[src/rtl/plel_pkg.sv]
`timescale 1ns / 1ps
// Shared types and codes for the positional list engine.
// No dependencies; used by the sequencer and the top level.
package plel_pkg;

    localparam int DATA_W     = 32;
    localparam int FIELD_W    = 5;
    localparam int MAX_RESULTS = 16;

    localparam logic [2:0] KIND_INS_FRONT = 3'd0;
    localparam logic [2:0] KIND_INS_BACK  = 3'd1;
    localparam logic [2:0] KIND_INS_AT    = 3'd2;
    localparam logic [2:0] KIND_DEL_FRONT = 3'd3;
    localparam logic [2:0] KIND_DEL_BACK  = 3'd4;
    localparam logic [2:0] KIND_DEL_AT    = 3'd5;
    localparam logic [2:0] KIND_LIST      = 3'd6;

    typedef enum logic [1:0] {
        ST_OK     = 2'd0,
        ST_BADPOS = 2'd1,
        ST_FULL   = 2'd2,
        ST_EMPTY  = 2'd3
    } t_status;

    typedef enum logic [2:0] {
        S_IDLE,
        S_SHIFT,
        S_PUT,
        S_STATUS,
        S_LIST_RD,
        S_LIST_EMIT
    } t_state;

    typedef struct packed {
        logic [2:0]                kind;
        logic signed [DATA_W-1:0]  value;
        logic [FIELD_W-1:0]        position;
    } t_in_item;

    typedef struct packed {
        t_status                   status;
        logic signed [DATA_W-1:0]  element;
        logic [FIELD_W-1:0]        element_index;
        logic [FIELD_W-1:0]        count;
        logic                      last;
    } t_out_item;

    typedef struct packed {
        logic      valid;
        t_out_item item;
    } t_push;

endpackage

[src/rtl/positional_list_engine_unit.sv]
`timescale 1ns / 1ps
// Positional list engine: ordered list of signed 32-bit values in one RAM.
// Insert and delete move the affected entries one per cycle; list results leave one
// per cycle unless the output stalls. A new request is taken only once the previous
// request has handed its last result to the output register.
// Synchronous active-low reset empties the list; RAM is not cleared.
module positional_list_engine_unit #(
    parameter int CAPACITY = 16
) (
    input  logic                 i_clk,
    input  logic                 i_rst_n,
    input  logic                 i_in_valid,
    output logic                 o_in_ready,
    input  plel_pkg::t_in_item   i_in_item,
    output logic                 o_out_valid,
    input  logic                 i_out_ready,
    output plel_pkg::t_out_item  o_out_item
);

    localparam int AW = $clog2(CAPACITY);
    localparam int LW = $clog2(CAPACITY + 1);

    plel_pkg::t_push              push;
    logic                         slot_free;
    logic                         we;
    logic [AW-1:0]                waddr;
    logic [plel_pkg::DATA_W-1:0]  wdata;
    logic                         re;
    logic [AW-1:0]                raddr;
    logic [plel_pkg::DATA_W-1:0]  rdata;

    logic                         r_out_valid;
    plel_pkg::t_out_item          r_out_item;

    plel_ram #(
        .DEPTH  (CAPACITY),
        .AW     (AW),
        .DATA_W (plel_pkg::DATA_W)
    ) u_ram (
        .i_clk   (i_clk),
        .i_we    (we),
        .i_waddr (waddr),
        .i_wdata (wdata),
        .i_re    (re),
        .i_raddr (raddr),
        .o_rdata (rdata)
    );

    plel_seq #(
        .CAPACITY (CAPACITY),
        .AW       (AW),
        .LW       (LW)
    ) u_seq (
        .i_clk       (i_clk),
        .i_rst_n     (i_rst_n),
        .i_in_valid  (i_in_valid),
        .o_in_ready  (o_in_ready),
        .i_in_item   (i_in_item),
        .o_push      (push),
        .i_slot_free (slot_free),
        .o_we        (we),
        .o_waddr     (waddr),
        .o_wdata     (wdata),
        .o_re        (re),
        .o_raddr     (raddr),
        .i_rdata     (rdata)
    );

    // output register: load when empty or being drained
    assign slot_free = !r_out_valid || i_out_ready;

    always_ff @(posedge i_clk) begin
        if (!i_rst_n) begin
            r_out_valid <= 1'b0;
        end else if (slot_free) begin
            r_out_valid <= push.valid;
        end
    end

    always_ff @(posedge i_clk) begin
        if (slot_free && push.valid) begin
            r_out_item <= push.item;
        end
    end

    assign o_out_valid = r_out_valid;
    assign o_out_item  = r_out_item;

endmodule

[src/rtl/plel_ram.sv]
`timescale 1ns / 1ps
// Element store: one write port, one read port, registered read data.
// Depends on nothing; read data holds until the next read.
module plel_ram #(
    parameter int DEPTH  = 16,
    parameter int AW     = 4,
    parameter int DATA_W = 32
) (
    input  logic              i_clk,
    input  logic              i_we,
    input  logic [AW-1:0]     i_waddr,
    input  logic [DATA_W-1:0] i_wdata,
    input  logic              i_re,
    input  logic [AW-1:0]     i_raddr,
    output logic [DATA_W-1:0] o_rdata
);

    logic [DATA_W-1:0] r_mem [DEPTH];
    logic [DATA_W-1:0] r_rdata;

    always_ff @(posedge i_clk) begin
        if (i_we) begin
            r_mem[i_waddr] <= i_wdata;
        end
        if (i_re) begin
            r_rdata <= r_mem[i_raddr];
        end
    end

    assign o_rdata = r_rdata;

endmodule

[src/rtl/plel_seq.sv]
`timescale 1ns / 1ps
// Operation sequencer: decodes requests, shifts entries through the element
// store one per cycle, keeps the length and issues result pushes. Uses plel_pkg.
module plel_seq #(
    parameter int CAPACITY = 16,
    parameter int AW       = 4,
    parameter int LW       = 5
) (
    input  logic                          i_clk,
    input  logic                          i_rst_n,
    input  logic                          i_in_valid,
    output logic                          o_in_ready,
    input  plel_pkg::t_in_item            i_in_item,
    output plel_pkg::t_push               o_push,
    input  logic                          i_slot_free,
    output logic                          o_we,
    output logic [AW-1:0]                 o_waddr,
    output logic [plel_pkg::DATA_W-1:0]   o_wdata,
    output logic                          o_re,
    output logic [AW-1:0]                 o_raddr,
    input  logic [plel_pkg::DATA_W-1:0]   i_rdata
);

    localparam int EW = LW + 6;

    plel_pkg::t_state           r_state, n_state;
    logic [LW-1:0]              r_len, n_len;
    logic [AW-1:0]              r_src, n_src;
    logic [LW-1:0]              r_left, n_left;
    logic                       r_wv, n_wv;
    logic [AW-1:0]              r_wa, n_wa;
    logic                       r_ins, n_ins;
    logic [plel_pkg::DATA_W-1:0] r_value, n_value;
    logic [AW-1:0]              r_put, n_put;
    plel_pkg::t_status          r_status, n_status;

    logic [EW-1:0] len_e;
    logic [EW-1:0] pos_e;
    logic [EW-1:0] op_pos_e;
    logic [EW-1:0] idx_e;
    logic          is_ins;
    logic          is_del;
    logic          list_last;

    assign len_e = EW'(r_len);
    assign pos_e = EW'(i_in_item.position);
    assign idx_e = EW'(r_src) + EW'(1);
    assign list_last = (idx_e == len_e) || (idx_e == EW'(plel_pkg::MAX_RESULTS));

    always_comb begin
        op_pos_e = pos_e;
        is_ins   = 1'b0;
        is_del   = 1'b0;
        unique case (i_in_item.kind)
            plel_pkg::KIND_INS_FRONT: begin
                op_pos_e = EW'(1);
                is_ins   = 1'b1;
            end
            plel_pkg::KIND_INS_BACK: begin
                op_pos_e = len_e + EW'(1);
                is_ins   = 1'b1;
            end
            plel_pkg::KIND_INS_AT: begin
                is_ins = 1'b1;
            end
            plel_pkg::KIND_DEL_FRONT: begin
                op_pos_e = EW'(1);
                is_del   = 1'b1;
            end
            plel_pkg::KIND_DEL_BACK: begin
                op_pos_e = len_e;
                is_del   = 1'b1;
            end
            plel_pkg::KIND_DEL_AT: begin
                is_del = 1'b1;
            end
            default: begin
            end
        endcase
    end

    always_ff @(posedge i_clk) begin
        if (!i_rst_n) begin
            r_state <= plel_pkg::S_IDLE;
            r_len   <= '0;
            r_wv    <= 1'b0;
        end else begin
            r_state <= n_state;
            r_len   <= n_len;
            r_wv    <= n_wv;
        end
    end

    always_ff @(posedge i_clk) begin
        r_src    <= n_src;
        r_left   <= n_left;
        r_wa     <= n_wa;
        r_ins    <= n_ins;
        r_value  <= n_value;
        r_put    <= n_put;
        r_status <= n_status;
    end

    always_comb begin
        n_state  = r_state;
        n_len    = r_len;
        n_src    = r_src;
        n_left   = r_left;
        n_wv     = r_wv;
        n_wa     = r_wa;
        n_ins    = r_ins;
        n_value  = r_value;
        n_put    = r_put;
        n_status = r_status;

        o_in_ready = 1'b0;
        o_we       = 1'b0;
        o_waddr    = r_wa;
        o_wdata    = i_rdata;
        o_re       = 1'b0;
        o_raddr    = r_src;

        o_push.valid              = 1'b0;
        o_push.item.status        = r_status;
        o_push.item.element       = '0;
        o_push.item.element_index = '0;
        o_push.item.count         = len_e[plel_pkg::FIELD_W-1:0];
        o_push.item.last          = 1'b1;

        unique case (r_state)
            plel_pkg::S_IDLE: begin
                o_in_ready = 1'b1;
                if (i_in_valid) begin
                    n_value  = i_in_item.value;
                    n_put    = AW'(op_pos_e - EW'(1));
                    n_wv     = 1'b0;
                    n_status = plel_pkg::ST_OK;
                    n_state  = plel_pkg::S_STATUS;
                    if (i_in_item.kind == plel_pkg::KIND_LIST) begin
                        if (r_len == '0) begin
                            n_status = plel_pkg::ST_EMPTY;
                        end else begin
                            n_src   = '0;
                            n_state = plel_pkg::S_LIST_RD;
                        end
                    end else if (is_ins) begin
                        if (len_e >= EW'(CAPACITY)) begin
                            n_status = plel_pkg::ST_FULL;
                        end else if (op_pos_e == '0 || op_pos_e > len_e + EW'(1)) begin
                            n_status = plel_pkg::ST_BADPOS;
                        end else begin
                            // move entries pos-1 .. len-1 up by one, top first
                            n_src   = AW'(len_e - EW'(1));
                            n_left  = LW'(len_e - op_pos_e + EW'(1));
                            n_ins   = 1'b1;
                            n_state = plel_pkg::S_SHIFT;
                        end
                    end else if (is_del) begin
                        if (r_len == '0) begin
                            n_status = plel_pkg::ST_EMPTY;
                        end else if (op_pos_e == '0 || op_pos_e > len_e) begin
                            n_status = plel_pkg::ST_BADPOS;
                        end else begin
                            // move entries pos .. len-1 down by one, bottom first
                            n_src   = AW'(op_pos_e);
                            n_left  = LW'(len_e - op_pos_e);
                            n_ins   = 1'b0;
                            n_state = plel_pkg::S_SHIFT;
                        end
                    end
                end
            end

            plel_pkg::S_SHIFT: begin
                // write back the entry read last cycle while reading the next
                o_we = r_wv;
                if (r_left != '0) begin
                    o_re   = 1'b1;
                    n_wv   = 1'b1;
                    n_left = r_left - LW'(1);
                    if (r_ins) begin
                        n_wa  = r_src + AW'(1);
                        n_src = r_src - AW'(1);
                    end else begin
                        n_wa  = r_src - AW'(1);
                        n_src = r_src + AW'(1);
                    end
                end else begin
                    n_wv = 1'b0;
                    if (r_ins) begin
                        n_state = plel_pkg::S_PUT;
                    end else begin
                        n_len   = r_len - LW'(1);
                        n_state = plel_pkg::S_STATUS;
                    end
                end
            end

            plel_pkg::S_PUT: begin
                o_we    = 1'b1;
                o_waddr = r_put;
                o_wdata = r_value;
                n_len   = r_len + LW'(1);
                n_state = plel_pkg::S_STATUS;
            end

            plel_pkg::S_STATUS: begin
                o_push.valid = 1'b1;
                if (i_slot_free) begin
                    n_state = plel_pkg::S_IDLE;
                end
            end

            plel_pkg::S_LIST_RD: begin
                o_re    = 1'b1;
                n_state = plel_pkg::S_LIST_EMIT;
            end

            plel_pkg::S_LIST_EMIT: begin
                o_push.valid              = 1'b1;
                o_push.item.status        = plel_pkg::ST_OK;
                o_push.item.element       = i_rdata;
                o_push.item.element_index = idx_e[plel_pkg::FIELD_W-1:0];
                o_push.item.last          = list_last;
                if (i_slot_free) begin
                    if (list_last) begin
                        n_state = plel_pkg::S_IDLE;
                    end else begin
                        // fetch the next element as this one leaves
                        o_re    = 1'b1;
                        o_raddr = r_src + AW'(1);
                        n_src   = r_src + AW'(1);
                    end
                end
            end

            default: begin
                n_state = plel_pkg::S_IDLE;
            end
        endcase
    end

endmodule

[config.mk]
export PLATFORM = sky130hd
export DESIGN_NAME = positional_list_engine_unit
export DESIGN_NICKNAME = d
export VERILOG_FILES = /design/src/rtl/plel_pkg.sv /design/src/rtl/positional_list_engine_unit.sv /design/src/rtl/plel_ram.sv /design/src/rtl/plel_seq.sv
export SDC_FILE = /design/constraint.sdc
export NUM_CORES = 1
export LEC_CHECK = 0
export BUFFER_PORTS_ARGS = -buffer_cell sky130_fd_sc_hd__buf_2
export CORE_MARGIN = 5
export CORE_UTILIZATION = 25
export CTS_CLUSTER_DIAMETER = 80
export CTS_CLUSTER_SIZE = 25
export DETAILED_ROUTE_END_ITERATION = 16
export SETUP_SLACK_MARGIN = 0.05
export SYNTH_ARGS = -nofsm -noshare
export SYNTH_HDL_FRONTEND = slang
export SYNTH_HIERARCHICAL = 1
export SYNTH_SLANG_ARGS = --single-unit
[constraint.sdc]
create_clock -name i_clk -period 9 [get_ports i_clk]
set_clock_uncertainty 0.2 [all_clocks]
set_input_delay 0.9 -clock i_clk [delete_from_list [all_inputs] [get_ports i_clk]]
set_output_delay 0.9 -clock i_clk [all_outputs]
set_load 0.01 [all_outputs]
==> impl_metrics.ini <==
[placed_design]
placedCellCount = 2790
io_buffer_count = 90
place_ws_ns = 3.71
dp_hpwl_mm = 32.6
place_congestion = 0.806

[worst_setup_path]
crit_path_end_kind = flop
cpPeakStageDelay_ns = 0.89
worst_ep_arrival_time_ns = 5.29
cp_slowest_cell = buf_4
critPathMaxFanout = 49
cp_data_required_time_ns = 9.13
path_buf_inv = 2
path_class = reg2reg
path_cells = ha_1, xnor2_2, xnor2_1, nand4_1, o211ai_2, nor2_1, xnor2_2, buf_4, buf_4, mux4_2, a22oi_1, nand2_1
crit_path_start_kind = flop
cp_top_family = buffers and inverters

[cts]
cts-resized-gates = 0
cts_setup_buffers = 0
clockBufferDepth = 3
htreeDepth = 2
clkSinkCount = 651
clk_pin_slew_ns = 0.09
clk_latency_ns = 0.59
cts_hold_buf = 0
cts_buffers = 37
cts_root_buf = clkbuf_16
cts_tree = yes

[final_layout]
multiInputGateArea_um2 = 6450
n_fill_cell = 10200
drive_gt1_share_pct = 25.7
layout_commonest_cell = edfxtp_1
syn_to_final_growth_pct = 13.0
regArea_um2 = 19400
stdcell_count = 2845
nNetsFinal = 1524
layout_common_cells = 641 x edfxtp_1, 128 x mux4_2, 90 x buf_2

[timing]
slew_headroom_pct = 33.4
worst_pin_slew_ns = 0.985
max_clock_freq_mhz = 194
finalWorstSetupSlack_ns = 3.84
hold_violations = 0
finalSetupViolations = 0
rsz0062_at_grt = false
holdWs_ns = 0.276
period_share_pct = 57.3
min_period_ns = 5.16
fin_setup_tns_ns = 0
drv_slew = 0

[global_route]
grt-ovfl-total = 0
met2_usage_pct = 18.2
grt_util_met1_pct = 14.8
antenna_found_initial = 0
top_usage_layer = met2
grt_usage_pct = 10.8
grt.met3_usage_pct = 1.64
grt_pass1_vias = 13400
grt_pass1_wl_mm = 91.2
grt_start_max_net_pins = 129

[synthesis]
synth_area_leaders = edfxtp_1 74%, mux4_2 11%, a22oi_1 1.9%
syn-mean-instance-area_um2 = 19.2
ys_warn_count = 6
yosysTopAreaCell = edfxtp_1
synth.distinct_cells = 66
synth_area_um2 = 26200
yosysSeqAreaShare_pct = 74.3
ys_ff_latch = 651
synth_ff_type = edfxtp_1
synth_cells = 1361
synthArstFlopShare_pct = 0
synth_edf_count = 641
synth_top_area_share_pct = 73.5
synth_fp_nets = 1436

[power]
p_sw_share_pct = 33.5
internal_power_uw = 6290
combPwrFrac_pct = 33.1
cellPowerDensity_nw_per_um2 = 320
ir_worst_vdd_mv = 0.273
pwr-share-seq_pct = 47.5
p_switching_uw = 3170
totalPowerFinal_uw = 9460
clkPwrFrac_pct = 19.4
leakagePower_uw = 0.00927

[worst_hold_path]
hold_class = in2reg

[floorplan]
die_y_um = 334
die_w_um = 334
die-area_um2 = 111000
row_count = 118
ios = 91
start_util_pct = 25.2
core_area_um2 = 104000

[run_status]
outcome = complete, no violations

[detailed_routing]
wirelength_mm = 61.7
drc = 0
drt_iter0_drc = 1013
first_pass_iters = 7
wire_per_inst_um = 21.7
vias = 12900
routed_via_density = 4.55
ant_nets = 0

[flow_run]
cap_violations = 0
## final timing paths
check                                    start                 to  slack (ns)  depth (start not counted)
worst min-delay path             i_in_item[23]  u_seq/r_value[18]        0.28                          1
worst max-delay path            u_seq/r_src[0]  u_ram/o_rdata[24]        3.84                         12
worst max register to register  u_seq/r_src[0]  u_ram/o_rdata[24]        3.84                         12
worst min register to register      u_seq/r_wv         u_seq/r_wv        0.30                          2
## power by group through the flow
| stage | clock [µW] | combinational, µW | sequential, µW |
|---|---|---|---|
| after floorplan | 0 | 2330 | 4440 |
| final | 1830 | 3130 | 4490 |
| after CTS | 1890 | 3180 | 4510 |
| after global routing | 2010 | 3440 | 4530 |
| after global placement | 0 | 3080 | 4560 |
| after detailed placement | 0 | 3170 | 4570 |
## metrics by stage
step / util (%) / area [µm²]
CTS: 28.5 / 29600
global placement: 27.4 / 28400
floorplan: - / 26200
detailed placement: 27.4 / 28400
global route: 28.5 / 29600
finish: 28.5 / 29600
## registers in the layout, summed over array words and instances, names as in the netlist
name            flops
u_seq/r_len         5
u_seq/r_ins         1
u_seq/r_state       3
u_seq/r_wv          1
u_ram/r_mem       512
u_seq/r_put         4
o_out_valid         1
u_seq/r_wa          4
o_out_item         45
u_seq/r_value      32
u_seq/r_status      2
u_seq/r_src         4
u_ram/o_rdata      32
u_seq/r_left        5
## cell type report
class                           instances  area share, %
Timing Repair Buffer                  118           2.28
Multi-Input combinational cell        609           21.8
Clock inverter                         16          0.774
Sequential cell                       651           65.8
Antenna cell                            1        0.00846
Tap cell                             1380           5.84
Inverter                               32          0.406
Clock buffer                           38           3.14
## logic make-up after synthesis
| family | after synthesis | synth area share, % |
|---|---|---|
| fa+ha+maj | 31 | 1.54 |
| mux | 171 | 12.9 |
| simple gates | 218 | 4.28 |
| buf+inv | 101 | 1.70 |
| flops | 651 | 74.3 |
| compound gates | 154 | 4.12 |
| xor+xnor | 35 | 1.20 |
## Yosys cell counts (2+ instances only)
cell type and n:
edfxtp_1 641, mux4_2 128, a22oi_1 65, nand2_1 65
nor2_1 39, mux2_2 37, and2_1 33, inv_1 30
a21oi_1 29, ha_1 29, xnor2_1 28, clkbuf_1 27
buf_2 20, o21ai_0 17, nor3_1 15, buf_1 11
buf_4 11, nand2b_1 11, nand3_1 11, nor2b_1 11
o211ai_1 11, dfxtp_1 10, nand4_1 7, xor2_1 6
a21o_1 5, mux2i_1 5, a211oi_1 4, a32o_1 4
and3_1 4, nand3b_1 4, a31o_2 2, a31oi_1 2
and4_1 2, fa_1 2, nor4_1 2, o31ai_1 2
or3_1 2
## per-layer routing
metal	wire, µm	vias up
li1	-	5637
met1	26900	6918
met2	30800	330
met3	2810	63
met4	1230	0
met5	0	-
(Power assumes the default switching activity.)
